<file path="config.mk">
export PLATFORM = sky130hd
export DESIGN_NAME = brb_front
export DESIGN_NICKNAME = d
export VERILOG_FILES = /design/src/rtl/core/brb_pkg.sv /design/src/rtl/core/brb_front.sv
export SDC_FILE = /design/constraint.sdc
export NUM_CORES = 1
export LEC_CHECK = 0
export BUFFER_PORTS_ARGS = -buffer_cell sky130_fd_sc_hd__buf_2
export CAP_MARGIN = 20
export CORE_MARGIN = 2
export CORE_UTILIZATION = 55
export DETAILED_ROUTE_END_ITERATION = 8
export PLACE_DENSITY = 0.91
export SLEW_MARGIN = 20
export SYNTH_ARGS = -nofsm -noshare
export SYNTH_HDL_FRONTEND = slang
export SYNTH_SLANG_ARGS = --single-unit
</file>
<file path="constraint.sdc">
create_clock -name i_clk -period 4.07 [get_ports i_clk]
set_clock_uncertainty 0.15 [all_clocks]
set_input_delay 0.2035 -clock i_clk [delete_from_list [all_inputs] [get_ports i_clk]]
set_output_delay 0.2035 -clock i_clk [all_outputs]
set_load 0.005 [all_outputs]
</file>
<file path="src/rtl/core/brb_pkg.sv">
// Shared types, codes and constants of the block ring buffer.
`timescale 1ns / 1ps

package brb_pkg;

    // Built sizes (defaults of the top-level parameters)
    localparam int MAX_BLOCK_BYTES_DEF = 64;
    localparam int MAX_BLOCKS_DEF      = 16;

    // Register reset values
    localparam logic [6:0] CFG_BYTES_RST  = 7'd64;
    localparam logic [4:0] CFG_BLOCKS_RST = 5'd16;

    // Field widths fixed by the interface
    localparam int CMD_W      = 2;
    localparam int BYTE_W     = 8;
    localparam int LIMIT_W    = 7;
    localparam int CFG_IDX_W  = 2;
    localparam int CFG_DATA_W = 7;

    // Widest block index carried in a queued job (MAX_BLOCKS up to 256)
    localparam int BLK_MAX_W = 8;

    // Depth of the job queue between front and back
    localparam int JOB_DEPTH = 4;

    typedef enum logic [CMD_W-1:0] {
        CMD_WRITE = 2'd0,
        CMD_READ  = 2'd1,
        CMD_EMPTY = 2'd2
    } t_cmd;

    typedef enum logic [CFG_IDX_W-1:0] {
        CFG_BLOCK_BYTES   = 2'd0,
        CFG_BLOCKS_IN_USE = 2'd1
    } t_cfg_idx;

    typedef enum logic {
        BK_IDLE,
        BK_STREAM
    } t_back_state;

    // One unit of work for the back end: either a single status result or
    // a block read of cnt bytes starting at block blk.
    typedef struct packed {
        logic                 is_read;
        logic [BLK_MAX_W-1:0] blk;
        logic [LIMIT_W-1:0]   cnt;
        logic                 accepted;
        logic                 space_left;
    } t_job;

endpackage

</file>
<file path="src/rtl/core/brb_front.sv">
// Front end: register file, ring pointers, byte writes and job classification.
`timescale 1ns / 1ps

module brb_front #(
    parameter int MAX_BLOCK_BYTES = brb_pkg::MAX_BLOCK_BYTES_DEF,
    parameter int MAX_BLOCKS      = brb_pkg::MAX_BLOCKS_DEF,
    localparam int OFF_W = (MAX_BLOCK_BYTES > 1) ? $clog2(MAX_BLOCK_BYTES) : 1,
    localparam int BLK_W = (MAX_BLOCKS > 1) ? $clog2(MAX_BLOCKS) : 1,
    localparam int AW    = BLK_W + OFF_W
) (
    input  logic                           i_clk,
    input  logic                           i_rst_n,
    // request channel
    input  logic                           i_in_valid,
    output logic                           o_in_ready,
    input  logic [brb_pkg::CMD_W-1:0]      i_command,
    input  logic [brb_pkg::BYTE_W-1:0]     i_data_byte,
    input  logic [brb_pkg::LIMIT_W-1:0]    i_read_limit,
    // register writes
    input  logic                           i_cfg_valid,
    output logic                           o_cfg_ready,
    input  logic [brb_pkg::CFG_IDX_W-1:0]  i_cfg_index,
    input  logic [brb_pkg::CFG_DATA_W-1:0] i_cfg_wdata,
    // job queue
    output logic                           o_push,
    output brb_pkg::t_job                  o_job,
    input  logic                           i_q_full,
    // back end has issued the final byte of a block read
    input  logic                           i_read_done,
    output logic                           o_rd_busy,
    // store write port
    output logic                           o_wr_en,
    output logic [AW-1:0]                  o_wr_addr,
    output logic [brb_pkg::BYTE_W-1:0]     o_wr_data
);
    import brb_pkg::*;

    localparam int CNT_W  = $clog2(MAX_BLOCKS + 1);
    localparam int PEND_W = $clog2(JOB_DEPTH + 2);

    logic [6:0]        r_block_bytes, n_block_bytes;
    logic [4:0]        r_blocks_in_use, n_blocks_in_use;
    logic [BLK_W-1:0]  r_read_block, n_read_block;
    logic [BLK_W-1:0]  r_write_block, n_write_block;
    logic [OFF_W-1:0]  r_write_offset, n_write_offset;
    logic [CNT_W-1:0]  r_free_blocks, n_free_blocks;
    logic [PEND_W-1:0] r_pend, n_pend;

    logic [6:0]         nb;
    logic [CNT_W-1:0]   nk;
    logic               accept;
    logic               has_free;
    logic [6:0]         off_p1;
    logic [CNT_W-1:0]   wb_p1;
    logic [CNT_W-1:0]   rb_p1;
    logic [LIMIT_W-1:0] rd_len;

    function automatic logic [CNT_W-1:0] clamp_blocks(input logic [4:0] v);
        logic [CNT_W-1:0] r;
        if (v == 5'd0) begin
            r = CNT_W'(1);
        end else if (9'(v) > 9'(MAX_BLOCKS)) begin
            r = CNT_W'(MAX_BLOCKS);
        end else begin
            r = CNT_W'(v);
        end
        return r;
    endfunction

    always_comb begin
        if (r_block_bytes == 7'd0) begin
            nb = 7'd1;
        end else if (r_block_bytes > 7'(MAX_BLOCK_BYTES)) begin
            nb = 7'(MAX_BLOCK_BYTES);
        end else begin
            nb = r_block_bytes;
        end
    end

    assign nk       = clamp_blocks(r_blocks_in_use);
    assign has_free = (r_free_blocks != '0);
    assign o_rd_busy = (r_pend != '0);

    // Hold byte writes while a block read is still outstanding: the freed
    // block may be the one the next write lands in. Hold every request while
    // a register write is offered, as the register write takes the cycle.
    assign o_in_ready  = !i_cfg_valid && !i_q_full &&
                         !((t_cmd'(i_command) == CMD_WRITE) && o_rd_busy);
    assign o_cfg_ready = 1'b1;
    assign accept      = i_in_valid && o_in_ready;

    assign off_p1 = 7'(r_write_offset) + 7'd1;
    assign wb_p1  = CNT_W'(r_write_block) + CNT_W'(1);
    assign rb_p1  = CNT_W'(r_read_block) + CNT_W'(1);

    always_comb begin
        if (i_read_limit < nb) begin
            rd_len = i_read_limit;
        end else begin
            rd_len = nb;
        end
        if (rd_len == '0) begin
            rd_len = LIMIT_W'(1);
        end
    end

    assign o_wr_addr = {r_write_block, r_write_offset};
    assign o_wr_data = i_data_byte;

    always_comb begin
        n_block_bytes   = r_block_bytes;
        n_blocks_in_use = r_blocks_in_use;
        n_read_block    = r_read_block;
        n_write_block   = r_write_block;
        n_write_offset  = r_write_offset;
        n_free_blocks   = r_free_blocks;
        o_push          = 1'b0;
        o_wr_en         = 1'b0;
        o_job           = '{is_read: 1'b0, blk: '0, cnt: LIMIT_W'(1),
                            accepted: 1'b0, space_left: has_free};

        if (i_cfg_valid) begin
            unique case (t_cfg_idx'(i_cfg_index))
                CFG_BLOCK_BYTES: begin
                    n_block_bytes  = i_cfg_wdata;
                    n_read_block   = '0;
                    n_write_block  = '0;
                    n_write_offset = '0;
                    n_free_blocks  = nk;
                end
                CFG_BLOCKS_IN_USE: begin
                    n_blocks_in_use = i_cfg_wdata[4:0];
                    n_read_block    = '0;
                    n_write_block   = '0;
                    n_write_offset  = '0;
                    n_free_blocks   = clamp_blocks(i_cfg_wdata[4:0]);
                end
                default: ;
            endcase
        end else if (accept) begin
            o_push = 1'b1;
            unique case (t_cmd'(i_command))
                CMD_WRITE: begin
                    if (has_free) begin
                        o_wr_en = 1'b1;
                        if (off_p1 >= nb) begin
                            // block full: commit it and advance
                            n_write_offset = '0;
                            n_write_block  = (wb_p1 == nk) ? '0 : BLK_W'(wb_p1);
                            n_free_blocks  = r_free_blocks - CNT_W'(1);
                        end else begin
                            n_write_offset = OFF_W'(off_p1);
                        end
                        o_job.accepted   = 1'b1;
                        o_job.space_left = (n_free_blocks != '0);
                    end
                end
                CMD_READ: begin
                    if (r_free_blocks < nk) begin
                        o_job.is_read  = 1'b1;
                        o_job.blk      = BLK_MAX_W'(r_read_block);
                        o_job.cnt      = rd_len;
                        o_job.accepted = 1'b1;
                        n_read_block   = (rb_p1 == nk) ? '0 : BLK_W'(rb_p1);
                        n_free_blocks  = r_free_blocks + CNT_W'(1);
                    end
                end
                CMD_EMPTY: begin
                    n_read_block     = '0;
                    n_write_block    = '0;
                    n_write_offset   = '0;
                    n_free_blocks    = nk;
                    o_job.accepted   = 1'b1;
                    o_job.space_left = 1'b1;
                end
                default: ;
            endcase
        end
    end

    always_comb begin
        n_pend = r_pend;
        if ((o_push && o_job.is_read) && !i_read_done) begin
            n_pend = r_pend + PEND_W'(1);
        end else if (!(o_push && o_job.is_read) && i_read_done) begin
            n_pend = r_pend - PEND_W'(1);
        end
    end

    always_ff @(posedge i_clk) begin
        if (!i_rst_n) begin
            r_block_bytes   <= CFG_BYTES_RST;
            r_blocks_in_use <= CFG_BLOCKS_RST;
            r_read_block    <= '0;
            r_write_block   <= '0;
            r_write_offset  <= '0;
            r_free_blocks   <= clamp_blocks(CFG_BLOCKS_RST);
            r_pend          <= '0;
        end else begin
            r_block_bytes   <= n_block_bytes;
            r_blocks_in_use <= n_blocks_in_use;
            r_read_block    <= n_read_block;
            r_write_block   <= n_write_block;
            r_write_offset  <= n_write_offset;
            r_free_blocks   <= n_free_blocks;
            r_pend          <= n_pend;
        end
    end

endmodule

</file>
# --- Word level (Yosys, flattened, before mapping) ---
# Index checks and enable logic that the tools add are counted.
op_classes:
  n_addsub: 7
  n_lt_le_gt_ge: 6
  n_eq_ne: 10
  n_mux: 52
  n_reduce_logical: 33
ops:
  columns: ["op", "n"]
  rows:
  - ["$mux W5", 13]
  - ["$mux W4", 10]
  - ["$mux W18", 2]
  - ["$mux W6", 5]
  - ["$mux W7", 4]
  - ["$mux W17", 1]
  - ["$mux W16", 1]
  - ["$pmux W4 S2", 2]
  - ["$pmux W5 S3", 1]
  - ["$logic_not A7 Y1", 2]
  - ["$pmux W6 S2", 1]
  - ["$add A4 B1 Y5 const B", 2]
  - ["$eq A5 B5 Y1", 2]
  - ["$gt A5 B5 Y1 const B", 2]
  - ["$logic_not A5 Y1", 2]
  - ["$pmux W5 S2", 1]
  - ["$reduce_and A5 Y1", 2]
  - ["$reduce_bool A5 Y1", 2]
  - ["$reduce_bool A3 Y1", 3]
  - ["$reduce_and A4 Y1", 2]
  - ["$add A6 B1 Y7 const B", 1]
  - ["$ge A7 B7 Y1", 1]
  - ["$gt A7 B7 Y1 const B", 1]
  - ["$logic_and A1 B1 Y1", 7]
  - ["other kinds (23)", 38]
word_totals:
  reg_bits: 34
  inputBits: 32
  out_inout_bits: 41

# --- Depth between registers and ports, before layout ---
depth:
  ltp_word: 19
  mapped_depth: 16
  ltp_nobuf: 14

# --- Least setup slack after synthesis ---
# Ideal clock, no wire load.
synth_timing:
  path_type: "flip-flop to flip-flop"
  startpoint: "register r_blocks_in_use[4]"
  endpoint: "register r_pend[2]"
  setup_ns: 0.070
  arrival_ns: 3.306
  setup_slack_ns: 0.544
  path_stages_with_launch: 16
  path_cell_list: "dfxtp_1 buf_2 nor2b_1 inv_1 ha_1 a2111oi_0 o211a_1 o211ai_1 clkbuf_1 inv_1 ha_1 inv_1 fa_1 xor2_1 or3_1 a21oi_1"
synth_via:
  elab_chain_len: 12
  word_cells_on_any_way: 15
  classes_between: "order compare: 2; mux: 7; reduce/logical: 6"
synth_rtl:
  columns: ["element", "line_no", "source"]
  rows:
  - ["from (decl)", "brb_front.sv:42", "logic [4:0] r_blocks_in_use, n_blocks_in_use;"]
  - ["from (signal assigned)", "brb_front.sv:201", "r_blocks_in_use <= n_blocks_in_use;"]
  - ["$gt A5 B5 Y1", "brb_front.sv:62", "end else if (9'(v) > 9'(MAX_BLOCKS)) begin"]
  - ["$mux W5", "brb_front.sv:62", null]
  - ["$mux W5 (*)", "brb_front.sv:60", "if (v == 5'd0) begin"]
  - ["$lt A5 B5 Y1 (*)", "brb_front.sv:159", "if (r_free_blocks < nk) begin"]
  - ["$mux W17 (*)", "brb_front.sv:159", null]
  - ["$mux W16 (*)", "brb_front.sv:142", "unique case (t_cmd'(i_command))"]
  - ["$mux W18 (*)", "brb_front.sv:140", "end else if (accept) begin"]
  - ["$mux W18 (*)", "brb_front.sv:122", "if (i_cfg_valid) begin"]
  - ["$logic_and A1 B1 Y1 (*)", "brb_front.sv:183, brb_front.sv:185", null]
  - ["$logic_not A1 Y1", "brb_front.sv:185", "end else if (!(o_push && o_job.is_read) && i_read_done) begin"]
  - ["$logic_and A1 B1 Y1", "brb_front.sv:185", null]
  - ["$reduce_bool A2 Y1 (no line)", null, null]
  - ["to (signal assigned)", "brb_front.sv:206", "r_pend <= n_pend;"]
  - ["to (decl)", "brb_front.sv:47", "logic [PEND_W-1:0] r_pend, n_pend;"]
# Mark *: on every way between the ends. The rest lies on a longest branch, timed or not.
# A chain may end at the register's enable or synchronous reset.

# --- Worst setup path in the final report ---
# Same ends and word-level chain as after synthesis.

==> flow_summary.yaml <==
run_status:
  status: "completed"
synth:
  synth_top_cell_area_share_pct: 21.30
  yosys_warnings: 0
  synth_top_area_cell: "dfxtp_1"
  synth-seq-area-share_pct: 21.30
  syn_area_um2: 3196
  netlist_top_cells_count: "nand2_1 (39), dfxtp_1 (34), a21oi_1 (30), nor2_1 (30), o21ai_0 (27)"
  synth_most_common_cell: "nand2_1"
  synth_edf_count: 0
  synthFlopType: "dfxtp_1"
  yosys_register_bits: 34
  synthTopCellsByArea: "dfxtp_1 (21%), ha_1 (10%), a21oi_1 (4.7%), nand2_1 (4.6%), o21ai_0 (4.2%)"
  synthCells: 425
  syn_avg_cell_area_um2: 7.519
  ys_types: 70
  synthArstFlopShare_pct: 0
power:
  power_leakage_nw: 1.515
  total_power_uw: 960.0
  irDropWorstVdd_mv: 0.1211
  p_per_area_nw_per_um2: 271.1
timing:
  tns_ns: 0
  slew_violations: 0
  finalHoldViolations: 0
  setup_ws_ns: 0.2068
  timing.final.crit_share_pct: 94.92
  max-slew-margin-rel_pct: 37.00
  setup_viol: 0
  holdWs_ns: 0.01353
  rsz0062_at_grt: "false"
  max_slew.worst_pin.slew_ns: 0.9332
  fin_crit_ns: 3.863
  max_freq_mhz: 258.9
routing:
  drt_iter0_markers: 443
  ant_nets: 0
  routed_wl_mm: 9.293
  dr_total_vias: 3465
  firstDrtPassIters: 5
  avgRoutedWirePerCell_um: 17.53
  drc_errors: 0
  vias_per_cell: 6.538
cells_and_area:
  diodes: 0
  fin_nets: 516
  area_delta_synth_final_pct: 10.81
  drive_gt1_share_pct: 19.21
setup_path:
  cp-start-kind: "flip-flop"
  crit-reg2reg-launch: "r_blocks_in_use[4]"
  crit_path_top_delay_cell: "a2111oi_0"
  slowest_delay_ns: 0.48
  path_cells: "nor2b_1 > inv_1 > ha_1 > a2111oi_0 > o211a_1 > o211ai_1 > inv_2 > ha_1 > inv_1 > fa_1 > xor2_1 > or3_1 > a21oi_1"
  arrival_ns: 3.92
  critPathKind: "reg2reg"
  r2r_slack_ns: 0.21
  endpoint_kind: "flip-flop"
  reg2regPathDepth: 13
  cp_max_fo: 10
  critPathTopFamily: "compound AO/OA/AOI/OAI gates"
  critPathBufInv: 3
  crit_required_ns: 4.13
  r2r-end: "r_pend[2]"
worst_hold_path:
  whs_path_depth: 3
  hold_class: "in2reg"
  hp-start: "i_cfg_wdata[5]"
  whs_endpoint: "r_block_bytes[5]"
floorplanning:
  core_um2: 5574
  dieArea_um2: 6436
  die_x_um: 80.23
  die_h_um: 80.23
  row_count: 27
  io_pins: 73
  initial_utilization_pct: 57.33
cts:
  cts_resized: 0
  clkLatencyLatePin_ns: 0.30
  cts_root_buf: "clkbuf_8"
  htree_levels: 2
  cts_setup_buffers: 0
  cts_sinks: 34
  path_clk_slew_ns: 0.08
  cts_tree: "built"
  holdBufCountCts: 0
  numCtsBuffers: 5
  cts_max_path_buffers: 2
grt:
  overflow: 0
  grt_util_all_layers_pct: 29.09
  antenna_found_initial: 0
  grt_max_degree: 26
  grt_pass1_wl_mm: 14.87
  grt_pass1_vias: 3157
run:
  cap_violations: 0
placement:
  io_buffers: 51
  place.gp.congestion: 0.9945
  pre_cts_ws_ns: 0.3072
  place_hpwl_mm: 6.647
==> registers in the layout, summed over array words and instances, names as in the netlist <==
name / cells
r_block_bytes: 7
r_write_offset: 6
r_blocks_in_use: 5
r_free_blocks: 5
r_read_block: 4
r_write_block: 4
r_pend: 3
==> where the power goes <==
group,switching [mW],internal [mW],leakage (nW)
Combinational,0.126,0.0824,1.17
Clock,0.144,0.246,0.0683
Sequential,0.0178,0.345,0.277
==> placed cells by master (no fill, tap or decap), types with 5 or more instances in the layout <==
master and instances:
a21o_1 7, a21oi_1 30, a31oi_1 9, buf_2 51, buf_4 5, clkbuf_8 5, conb_1 5, dfxtp_1 33
ha_1 26, inv_1 19, mux2i_1 5, nand2_1 39, nand2b_1 9, nand3_1 21, nor2_1 30, nor3_1 10
nor3b_1 5, o211ai_1 7, o21ai_0 27, or3_1 6, xnor2_1 9, xor2_1 12
==> worst max path at each step <==
stage / from / to / depth (start not counted)
global route: r_blocks_in_use[4] / r_pend[2] / 13
detailed placement: r_blocks_in_use[4] / r_pend[2] / 13
CTS: r_blocks_in_use[4] / r_pend[2] / 13
floorplan: r_blocks_in_use[4] / r_pend[2] / 15
global placement: r_blocks_in_use[4] / r_pend[2] / 13
finish: r_blocks_in_use[4] / r_pend[2] / 13
==> cell type report <==
class                           count  area [µm²]
Multi-Input combinational cell    339        2260
Fill cell                         480        2033
Sequential cell                    34       681.9
Timing Repair Buffer               56       292.8
Tap cell                           72       90.09
Inverter                           21       78.83
Clock buffer                        5       68.82
Clock inverter                      3       68.82
==> logic make-up after synthesis <==
family          synth area share, %
other cells                  0.2350
simple gates                  25.84
fa+ha+maj                     10.81
xor+xnor                      5.756
mux                           2.623
compound gates                24.86
flops                         21.30
buf+inv                       8.574
==> worst min-delay path, cell delays in order <==
cell     delay [ns]
buf_2          0.11
nand2_1        0.05
a21oi_1        0.05
==> per-layer routing <==
layer | global-route usage, % | share of wire [%]
met4 | 14.24 | 4.2
met3 | 5.056 | 9.2
met2 | 48.25 | 46
met1 | 36.23 | 41
met5 | 0 | 0
==> metrics by stage <==
step | area [µm²] | std cells | utilization (%)
floorplan | 3207 | 428 | -
global placement | 3395 | 522 | 60.90
detailed placement | 3395 | 522 | 60.90
CTS | 3532 | 530 | 63.37
global route | 3541 | 530 | 63.52
finish | 3541 | 530 | 63.52
Power figures use the tool's default switching activity.
