<file path="config.mk">
export PLATFORM = sky130hd
export DESIGN_NAME = brb_queue
export DESIGN_NICKNAME = d
export VERILOG_FILES = /design/src/rtl/core/brb_pkg.sv /design/src/rtl/core/brb_queue.sv
export SDC_FILE = /design/constraint.sdc
export NUM_CORES = 1
export LEC_CHECK = 0
export ABC_CLOCK_PERIOD_IN_PS = 2250
export BUFFER_PORTS_ARGS = -buffer_cell sky130_fd_sc_hd__buf_4
export CORE_MARGIN = 8
export CORE_UTILIZATION = 35
export CTS_CLUSTER_DIAMETER = 120
export DETAILED_ROUTE_END_ITERATION = 10
export GPL_TIMING_DRIVEN = 0
export PLACE_DENSITY = 0.56
export SYNTH_ARGS = -nofsm -noshare
export SYNTH_HDL_FRONTEND = slang
export SYNTH_SLANG_ARGS = --single-unit
</file>
<file path="constraint.sdc">
create_clock -name i_clk -period 2.25 [get_ports i_clk]
set_input_delay 0.225 -clock i_clk [delete_from_list [all_inputs] [get_ports i_clk]]
set_output_delay 0.225 -clock i_clk [all_outputs]
set_load 0.005 [all_outputs]
</file>
<file path="src/rtl/core/brb_pkg.sv">
// Shared types, codes and constants of the block ring buffer.
`timescale 1ns / 1ps

package brb_pkg;

    // Built sizes (defaults of the top-level parameters)
    localparam int MAX_BLOCK_BYTES_DEF = 64;
    localparam int MAX_BLOCKS_DEF      = 16;

    // Register reset values
    localparam logic [6:0] CFG_BYTES_RST  = 7'd64;
    localparam logic [4:0] CFG_BLOCKS_RST = 5'd16;

    // Field widths fixed by the interface
    localparam int CMD_W      = 2;
    localparam int BYTE_W     = 8;
    localparam int LIMIT_W    = 7;
    localparam int CFG_IDX_W  = 2;
    localparam int CFG_DATA_W = 7;

    // Widest block index carried in a queued job (MAX_BLOCKS up to 256)
    localparam int BLK_MAX_W = 8;

    // Depth of the job queue between front and back
    localparam int JOB_DEPTH = 4;

    typedef enum logic [CMD_W-1:0] {
        CMD_WRITE = 2'd0,
        CMD_READ  = 2'd1,
        CMD_EMPTY = 2'd2
    } t_cmd;

    typedef enum logic [CFG_IDX_W-1:0] {
        CFG_BLOCK_BYTES   = 2'd0,
        CFG_BLOCKS_IN_USE = 2'd1
    } t_cfg_idx;

    typedef enum logic {
        BK_IDLE,
        BK_STREAM
    } t_back_state;

    // One unit of work for the back end: either a single status result or
    // a block read of cnt bytes starting at block blk.
    typedef struct packed {
        logic                 is_read;
        logic [BLK_MAX_W-1:0] blk;
        logic [LIMIT_W-1:0]   cnt;
        logic                 accepted;
        logic                 space_left;
    } t_job;

endpackage

</file>
<file path="src/rtl/core/brb_queue.sv">
// Small job queue between the front end and the back end.
`timescale 1ns / 1ps

module brb_queue (
    input  logic          i_clk,
    input  logic          i_rst_n,
    input  logic          i_push,
    input  brb_pkg::t_job i_job,
    input  logic          i_pop,
    output brb_pkg::t_job o_head,
    output logic          o_empty,
    output logic          o_full
);
    import brb_pkg::*;

    localparam int PTR_W = (JOB_DEPTH > 1) ? $clog2(JOB_DEPTH) : 1;
    localparam int CNT_W = $clog2(JOB_DEPTH + 1);

    t_job             r_q [JOB_DEPTH];
    logic [PTR_W-1:0] r_wr_ptr, n_wr_ptr;
    logic [PTR_W-1:0] r_rd_ptr, n_rd_ptr;
    logic [CNT_W-1:0] r_count, n_count;

    function automatic logic [PTR_W-1:0] ptr_inc(input logic [PTR_W-1:0] p);
        logic [PTR_W-1:0] q;
        if (p == PTR_W'(JOB_DEPTH - 1)) begin
            q = '0;
        end else begin
            q = p + PTR_W'(1);
        end
        return q;
    endfunction

    assign o_head  = r_q[r_rd_ptr];
    assign o_empty = (r_count == '0);
    assign o_full  = (r_count == CNT_W'(JOB_DEPTH));

    always_comb begin
        n_wr_ptr = i_push ? ptr_inc(r_wr_ptr) : r_wr_ptr;
        n_rd_ptr = i_pop  ? ptr_inc(r_rd_ptr) : r_rd_ptr;
        n_count  = r_count;
        if (i_push && !i_pop) begin
            n_count = r_count + CNT_W'(1);
        end else if (!i_push && i_pop) begin
            n_count = r_count - CNT_W'(1);
        end
    end

    always_ff @(posedge i_clk) begin
        if (!i_rst_n) begin
            r_wr_ptr <= '0;
            r_rd_ptr <= '0;
            r_count  <= '0;
        end else begin
            r_wr_ptr <= n_wr_ptr;
            r_rd_ptr <= n_rd_ptr;
            r_count  <= n_count;
        end
    end

    always_ff @(posedge i_clk) begin
        if (i_push) begin
            r_q[r_wr_ptr] <= i_job;
        end
    end

endmodule

</file>
### After elaboration in Yosys (flattened, before gate mapping)

Memory sizes are Yosys's and may differ from the RTL's. A register that Yosys moved wholly into a read port is not among the register bits.
Index checks and enable logic that the tools add are counted.

| storage, ports and cells | value |
|---|---|
| flip-flop bits (word level) | 7 |
| latch bits | 0 |
| memory bits (writable) | 72 |
| ROM bits | 0 |
| output and inout port bits | 20 |
| logic and storage cells | 25 |
| memories | 1 |

| operators by class | value |
|---|---|
| add/sub/neg operators | 4 |
| multiply operators | 0 |
| div/mod/pow operators | 0 |
| order comparisons | 0 |
| equal/unequal tests | 3 |
| shifts and indexed selects | 0 |
| muxes and demuxes | 8 |
| bitwise gates (word level) | 0 |
| reduce and logical (&&, ||, !) cells | 6 |

Memory list:

| memory | depth | width | rd ports | clocked after memory_dff | wr ports | line | source |
|---|---|---|---|---|---|---|---|
| r_q | 4 | 18 | 1 | 1 | 1 | brb_queue.sv:19 | `t_job r_q [JOB_DEPTH];` |

Operators by type and width:

| kind | count |
|---|---|
| two-way mux 2 bit | 4 |
| two-way mux 3 bit | 2 |
| adder 2 x 1 -> 2 bit (second input constant) | 2 |
| == test 2 bit (second input constant) | 2 |
| adder 3 x 1 -> 3 bit (second input constant) | 1 |
| == test 3 bit (second input constant) | 1 |
| logical NOT 3 bit | 1 |
| subtractor 3 x 1 -> 3 bit (second input constant) | 1 |
| logical AND 1 bit | 2 |
| logical NOT 1 bit | 2 |
| two-way mux 1 bit | 2 |
| nonzero test 2 bit | 1 |

### Depth between registers and ports, before layout

Gate-level depths: netlist (run 1).

| depth | value |
|---|---|
| word-level depth | 4 |
| gate-level depth with buffers | 7 |

### Least setup slack after synthesis (run 1)

OpenSTA, ideal clock, no wires.

| timing path | value |
|---|---|
| path kind | input to register |
| start point | input i_pop |
| end point | register r_count[2] |
| library setup time | 0.076 ns |
| data arrival time | 1.429 ns |
| data required time | 2.174 ns |
| path slack | 0.746 ns |
| stages | 7 |
| buffers on the path | 0 |
| cells stage by stage | inv_1 > ha_1 > inv_1 > fa_1 > xor2_1 > or3_1 > a21boi_0 |

| on the way | value |
|---|---|
| cells in the longest elaborated chain, start to end | 3 |
| elaborated cells between the ends (all ways) | 5 |
| classes of those cells | mux: 1; reduce/logical: 4 |

RTL lines:

| what | line | source |
|---|---|---|
| start, declared | brb_queue.sv:9 | `input logic i_pop,` |
| logical NOT 1 bit | brb_queue.sv:42 | `if (i_push && !i_pop) begin` |
| logical AND 1 bit | brb_queue.sv:42 |  |
| two-way mux 3 bit / nonzero test 2 bit (equally long branches) | n/a |  |
| end signal, assigned | brb_queue.sv:57 | `r_count <= n_count;` |
| end, declared | brb_queue.sv:22 | `logic [CNT_W-1:0] r_count, n_count;` |

Several ways; a longest one is shown, not always the timed one.
A chain may end at the register's enable or synchronous reset.

==> results of run 1 <==
[worst register-to-register path, stage by stage (launching register included)]
cell     delay [ns]
dfxtp_1        0.35
inv_1          0.11
ha_1           0.14
and2_1         0.77
[per-stage QoR]
step	std cells	util	instance area, um2	setup WS [ns]
floorplan	138	-	3100	0.746
global placement	287	0.410	3540	0.510
detailed placement	287	0.410	3540	0.450
CTS	303	0.434	3750	0.275
global route	303	0.434	3750	0.210
finish	303	0.434	3750	0.308
[path summary, 6_finish.rpt]
check / from / to
max: register / o_head[5]
min: i_job[1] / r_q[1][1]
max reg2reg: r_wr_ptr[0] / r_q[0][14]
min reg2reg: r_count[2] / r_count[2]
[state kept, by name, indices dropped and copies added (netlist names), named ones only]
register / count
r_q: 72
r_count: 3
r_rd_ptr: 2
r_wr_ptr: 2
[cells by family after synthesis]
group,count (synthesis),share of synthesized area
xor+xnor,2,0.00566
simple gates,15,0.0291
compound gates,3,0.00646
mux,22,0.154
buf+inv,8,0.0182
flops,81,0.756
fa+ha+maj,7,0.0307
[cells in the mapped netlist, drive strengths merged]
cell type	instances
buf	4
o21a	1
and2	5
edfxtp	72
dfxtp	9
nor2b	5
fa	1
inv	4
nor3b	1
xnor2	1
nor3	2
or3	1
mux4	18
xor2	1
ha	6
a21boi	1
o21ai	1
mux2i	4
nor2	1
[where the power goes]
group          internal, mW  leakage [nW]  switching, mW
registers              1.72         0.736         0.0290
logic                 0.186         0.484          0.148
clock network         0.620         0.108          0.485
[cell type report]
| type | instances | area, um2 | area share |
|---|---|---|---|
| Tap cell | 108 | 135 | 0.0360 |
| Multi-Input combinational cell | 49 | 698 | 0.186 |
| Clock inverter | 6 | 82.6 | 0.0220 |
| Clock buffer | 10 | 128 | 0.0340 |
| Timing Repair Buffer | 41 | 308 | 0.0821 |
| Buffer | 4 | 41.3 | 0.0110 |
| Inverter | 4 | 15.0 | 0.00400 |
| Sequential cell | 81 | 2340 | 0.625 |
[metal layers]
metal,vias to the layer above,global-route usage,part of all wire
met5,-,0,0
met4,0,0.0492,0.018
met3,10,0.0390,0.076
met2,38,0.174,0.52
met1,753,0.103,0.39
li1,664,-,-
==> out/metrics.cfg, run 1 <==
[status]
outcome = complete, no violations

[worst_setup_path]
path_cells = buf_2 > buf_2 > mux4_2 > buf_4
cp_common_cell = buf_2
crit_path_top_delay_cell = mux4_2
crit_fanout = 10
worstSetupPathType = register to output port
slowest_delay_ns = 0.36
cp-start-kind = register
end_kind = output port
cp.arrival_ns = 1.72
crit_buf_inv = 3
cpLargestDelayFamily = buffers and inverters
reg2reg_depth = 3
worst_ep_required_time_ns = 2.03
worstSetupPathDepth = 4
worst-r2r-setup-slack_ns = 0.50

[timing]
rsz0062_at_grt = no
max_slew_margin = 0.349
hold_violations = 0
finalClockSkew_ns = 0.00945
timing.hold.ws_ns = 0.0819
worstMarginPinSlew_ns = 0.976
slew_viol_final = 0
fmax_ghz = 0.515
finalCritPeriodShare = 0.863
setup_tns_ns = 0
period_minus_slack_ns = 1.94
setup_viol_count_final = 0

[global_routing]
grt_max_degree = 19
grt.total_usage = 0.100
grt_pass1_vias = 1695
antenna_found_initial = 0
overflow = 0
grt_pass1_wl_um = 8770

[floorplanning]
dieArea_um2 = 12100
die_x_um = 110
die_h_um = 110
core_area_um2 = 8640
start_util = 0.359
rows = 34
pin_count = 42

[layout]
syn_to_final_growth_pct = 21.1
fill_cells = 770
antenna_cells = 0
layout_commonest_cell = edfxtp_1
nNetsFinal = 219
drive_above_1_share = 0.354
final_cell_mix = 72 x edfxtp_1, 41 x buf_4, 10 x mux4_2

[drt]
vias = 1465
totalWireLength_um = 5430
avgRoutedWirePerCell_um = 17.9
dr.pass1.iters = 4
avgViaCountPerCell = 4.83
drtIter0Drc = 39
postRouteAntennaNets = 0
drcViolationCount = 0

[clock_network]
path_clk_slew_ns = 0.08
cts-root-buf = clkbuf_8
htreeDepth = 3
insertion_delay_ns = 0.34
cts_tree = yes
cts_hold_buf = 0
cts_buffer_depth = 2
numCtsBuffers = 9
clock_sinks = 81
cts_setup_buffers = 0
cts_resized = 0

[power]
power.leakage_nw = 1.33
power.total_mw = 3.18
vdd_drop_max_v = 0.000278
powerDensity_nw_per_um2 = 849

[logic_synthesis]
synth.yosys.seq_area_share = 0.756
synth_top_area_cell = edfxtp_1
synth_top_area_share = 0.698
netlist-cell-type-count = 22
syn_avg_cell_area_um2 = 22.4
ys_warn_count = 0
ys_ff_latch = 81
yosys-top-cells-area = edfxtp_1 70%, mux4_2 7.3%, mux4_1 6.8%, dfxtp_1 5.8%, ha_1 2.4%
syn-instance-count = 138
synth_area_um2 = 3100
syn_nets = 167

[placed_design]
gp_congestion = 0.681
dp_hpwl_um = 3700
io_buffers = 41

[hold_path]
hold_path.class = primary input to register
holdPathStages = 1

[run]
maxCapViolCount = 0

(Power assumes the default switching activity.)
==> run 2, diff against run 1 <==
- CORE_UTILIZATION: 35 -> 50
- PLACE_DENSITY: 0.56 -> 0.74
==> out/metrics.cfg, run 2 (synthesis results as in run 1) <==
[timing]
hold_violations = 0  ; unchanged
rsz0062_at_grt = no  ; unchanged
finalCritPeriodShare = 0.856  ; was 0.863
slew_viol_final = 0  ; unchanged
worstMarginPinSlew_ns = 0.913  ; was 0.976 ns
finalClockSkew_ns = 0.00669  ; was 0.00945 ns
setup_tns_ns = 0  ; unchanged
period_minus_slack_ns = 1.93  ; was 1.94 ns
setup_viol_count_final = 0  ; unchanged
fmax_ghz = 0.519  ; was 0.515 GHz
max_slew_margin = 0.392  ; was 0.349

[clock_network]
insertion_delay_ns = 0.33  ; was 0.34 ns
path_clk_slew_ns = 0.08  ; about the same
cts_hold_buf = 0  ; unchanged
numCtsBuffers = 9  ; unchanged
cts_setup_buffers = 0  ; unchanged
clock_sinks = 81  ; unchanged
htreeDepth = 3  ; unchanged
cts-root-buf = clkbuf_8  ; unchanged
cts_buffer_depth = 2  ; unchanged
cts_resized = 0  ; unchanged
cts_tree = yes  ; unchanged

[layout]
antenna_cells = 0  ; unchanged
syn_to_final_growth_pct = 18.2  ; was 21.1%
fill_cells = 434  ; was 770
reg_top3 = r_q: 72 flops, r_count: 3 flops  ; unchanged
final_cell_mix = 72 x edfxtp_1, 41 x buf_4, 10 x mux4_2  ; unchanged
top_register = r_q  ; unchanged
drive_above_1_share = 0.354  ; unchanged
largest_reg_flops = 72  ; unchanged
nNetsFinal = 219  ; unchanged
layout_commonest_cell = edfxtp_1  ; unchanged

[hold_path]
hold_path.class = primary input to register  ; unchanged
holdCritStartpoint = i_job[9]  ; was i_job[1]

[drt]
drtIter0Drc = 71  ; was 39
vias = 1433  ; was 1465
avgViaCountPerCell = 5.31  ; was 4.83
dr.pass1.iters = 4  ; unchanged
totalWireLength_um = 5220  ; was 5430 um
postRouteAntennaNets = 0  ; unchanged
drcViolationCount = 0  ; unchanged
avgRoutedWirePerCell_um = 19.3  ; was 17.9 um

[floorplanning]
rows = 28  ; was 34
die_h_um = 94.7  ; was 110 um
dieArea_um2 = 8970  ; was 12100 um2
die_x_um = 94.7  ; was 110 um
start_util = 0.520  ; was 0.359
pin_count = 42  ; unchanged
core_area_um2 = 5960  ; was 8640 um2

[status]
outcome = complete, no violations  ; unchanged

[worst_setup_path]
crit_fanout = 10  ; unchanged
worst_ep_required_time_ns = 2.03  ; about the same
r2r_start = r_wr_ptr[0]  ; unchanged
cp-start-kind = register  ; unchanged
cp.arrival_ns = 1.70  ; was 1.72 ns
end_kind = output port  ; unchanged
worstSetupPathType = register to output port  ; unchanged

[placed_design]
dp_hpwl_um = 3650  ; was 3700 um
io_buffers = 41  ; unchanged
gp_congestion = 0.686  ; was 0.681

[global_routing]
grt_max_degree = 19  ; unchanged
grt_pass1_vias = 1630  ; was 1695
overflow = 0  ; unchanged
grt.total_usage = 0.125  ; was 0.100
antenna_found_initial = 0  ; unchanged
grt_pass1_wl_um = 8180  ; was 8770 um

[run]
maxCapViolCount = 0  ; unchanged

[power]
vdd_drop_max_v = 0.000377  ; was 0.000278 V
powerDensity_nw_per_um2 = 802  ; was 849 nW/um2
power.leakage_nw = 1.30  ; was 1.33 nW
power.total_mw = 2.94  ; was 3.18 mW

run 2: worst paths after layout:
| kind | depth (start not counted) | slack (ns) | end |
|---|---|---|---|
| worst min-delay path | 1 | 0.09 | r_q[3][9] |
| worst max register to register | 3 | 0.54 | r_q[0][15] |
| worst max-delay path | 4 | 0.32 | o_head[4] |
| worst min register to register | 2 | 0.55 | r_rd_ptr[1] |
run 2: cell type report:
type	instances	area (um2)	share of cell area
sequential	81	2340	0.640
timing repair buffer	41	308	0.0841
tap	75	93.8	0.0256
clock buffer	10	128	0.0349
clock inverter	6	35.0	0.00957
inverter	4	15.0	0.00410
buffer	4	41.3	0.0113
multi-input combinational	49	698	0.191
run 2: metal layers:
layer,track usage,vias up,wire (um)
met5,0,-,0
met1,0.127,733,1990
li1,-,665,-
met3,0.0373,8,272
met2,0.225,27,2900
met4,0.0650,0,65
run 2: stage by stage:
stage	std cells	setup WS (ns)	cell area [um2]	utilization	hold slack (ns)
CTS	270	0.269	3660	0.615	0.0732
global placement	254	0.565	3500	0.587	0.424
global route	270	0.210	3660	0.615	0.0734
detailed placement	254	0.436	3500	0.587	0.430
finish	270	0.324	3660	0.615	0.0932
floorplan	138	0.746	3100	-	0.324
run 2: worst max-delay path, cell delays in order, from the launching register on:
cell and delay (ns):
dfxtp_1 0.31, buf_2 0.23, buf_2 0.31, mux4_2 0.37
buf_4 0.16
run 2: where the power goes:
part           leakage [nW]  internal (mW)  switching, mW  total [mW]
Combinational         0.484          0.187          0.148       0.335
Clock                0.0835          0.393          0.461       0.854
Sequential            0.736           1.72         0.0301        1.75
==> run 3, diff against run 2 <==
- CELL_PAD_IN_SITES_DETAIL_PLACEMENT: default -> 0
- CELL_PAD_IN_SITES_GLOBAL_PLACEMENT: default -> 1
- PLACE_DENSITY: 0.74 -> 0.82
- SLEW_MARGIN: default -> 10
==> out/metrics.cfg, run 3 (synthesis results as in run 1) <==
[layout]
syn_to_final_growth_pct = 19.8  ; was 18.2%
antenna_cells = 0  ; unchanged
drive_above_1_share = 0.354  ; unchanged
nNetsFinal = 219  ; unchanged
layout_commonest_cell = edfxtp_1  ; unchanged
reg_top3 = r_q: 72 flops, r_count: 3 flops  ; unchanged
final_cell_mix = 72 x edfxtp_1, 41 x buf_4, 10 x mux4_2  ; unchanged
largest_reg_flops = 72  ; unchanged
top_register = r_q  ; unchanged
final_util = 0.623  ; was 0.615
design_area_um2 = 3710  ; was 3660 um2
finalNonFillerCells = 270  ; unchanged

[floorplanning]
core_area_um2 = 5960  ; unchanged
die_x_um = 94.7  ; unchanged
dieArea_um2 = 8970  ; unchanged
pin_count = 42  ; unchanged
die_h_um = 94.7  ; unchanged
rows = 28  ; unchanged
start_util = 0.520  ; unchanged

[drt]
totalWireLength_um = 5500  ; was 5220 um
dr.pass1.iters = 4  ; unchanged
avgRoutedWirePerCell_um = 20.4  ; was 19.3 um
drtIter0Drc = 96  ; was 71
avgViaCountPerCell = 5.39  ; was 5.31
drcViolationCount = 0  ; unchanged
postRouteAntennaNets = 0  ; unchanged
vias = 1454  ; was 1433

[timing]
fmax_ghz = 0.512  ; was 0.519 GHz
rsz0062_at_grt = no  ; unchanged
max_slew_margin = 0.355  ; was 0.392
hold_violations = 0  ; unchanged
slew_viol_final = 0  ; unchanged
setup_tns_ns = 0  ; unchanged
finalClockSkew_ns = 0.00826  ; was 0.00669 ns
period_minus_slack_ns = 1.95  ; was 1.93 ns
timing.hold.ws_ns = 0.0756  ; was 0.0932 ns
finalCritPeriodShare = 0.868  ; was 0.856
worstMarginPinSlew_ns = 0.968  ; was 0.913 ns
setup_viol_count_final = 0  ; unchanged
layout_setup_ws_ns = 0.298  ; was 0.324 ns

[hold_path]
hold_path.class = primary input to register  ; unchanged

[run]
maxCapViolCount = 0  ; unchanged

[clock_network]
cts_resized = 0  ; unchanged
cts_setup_buffers = 0  ; unchanged
clock_sinks = 81  ; unchanged
cts-root-buf = clkbuf_8  ; unchanged
cts_buffer_depth = 2  ; unchanged
numCtsBuffers = 9  ; unchanged
insertion_delay_ns = 0.35  ; was 0.33 ns
cts_hold_buf = 0  ; unchanged
cts_tree = yes  ; unchanged
htreeDepth = 3  ; unchanged
path_clk_slew_ns = 0.08  ; about the same

[global_routing]
grt_pass1_vias = 1682  ; was 1630
grt_max_degree = 19  ; unchanged
overflow = 0  ; unchanged
antenna_found_initial = 0  ; unchanged
grt_pass1_wl_um = 8450  ; was 8180 um
grt.total_usage = 0.134  ; was 0.125

[worst_setup_path]
path_cells = buf_2 > buf_2 > mux4_2 > buf_4  ; unchanged
worst-r2r-setup-slack_ns = 0.51  ; was 0.54 ns
crit_fanout = 10  ; unchanged
slowest_delay_ns = 0.37  ; about the same
worst_ep_required_time_ns = 2.03  ; about the same
cp.arrival_ns = 1.73  ; was 1.70 ns
cp-start-kind = register  ; unchanged
end_kind = output port  ; unchanged
cp_common_cell = buf_2  ; unchanged
worstSetupPathType = register to output port  ; unchanged
crit_path_top_delay_cell = mux4_2  ; unchanged

[placed_design]
dpl.cell_count = 254  ; unchanged
dpl_cell_area_um2 = 3500  ; unchanged
io_buffers = 41  ; unchanged
dp_hpwl_um = 3790  ; was 3650 um
place_ws_ns = 0.359  ; was 0.436 ns
gp_congestion = 0.689  ; was 0.686

[power]
power.total_mw = 3.20  ; was 2.94 mW
powerDensity_nw_per_um2 = 862  ; was 802 nW/um2
vdd_drop_max_v = 0.000549  ; was 0.000377 V
power.leakage_nw = 1.33  ; was 1.30 nW

[status]
outcome = complete, no violations  ; unchanged

run 3: metal layers:
layer,track usage,vias to the layer above,share of wire
li1,-,670,-
met1,0.129,747,0.38
met2,0.243,30,0.55
met3,0.0389,7,0.041
met4,0.0910,0,0.021
met5,0,-,0
run 3: area by class of cell:
| class | count | area, um2 |
|---|---|---|
| Buffer | 4 | 41.3 |
| Clock buffer | 11 | 131 |
| Clock inverter | 5 | 78.8 |
| Fill cell | 435 | 2250 |
| Inverter | 4 | 15.0 |
| Multi-Input combinational cell | 49 | 698 |
| Sequential cell | 81 | 2340 |
| Tap cell | 75 | 93.8 |
| Timing Repair Buffer | 41 | 308 |
run 3: final timing paths:
path	start	endpoint	cells after the start
hold / removal	i_job[8]	r_q[1][8]	1
hold reg to reg	r_rd_ptr[1]	r_rd_ptr[1]	2
setup / recovery	register	o_head[8]	4
setup reg to reg	r_wr_ptr[0]	r_q[2][15]	3
run 3: power by group:
group	switching (mW)	total, mW	internal [mW]
Combinational	0.150	0.337	0.186
Clock	0.485	1.11	0.626
Sequential	0.0311	1.75	1.72
Total	0.667	3.20	2.53
run 3: critical path: cells and delay by family (launching register included):
family / cells / cell delay, ns
buffers and inverters: 3 / 0.70
DFF: 1 / 0.31
muxes: 1 / 0.37
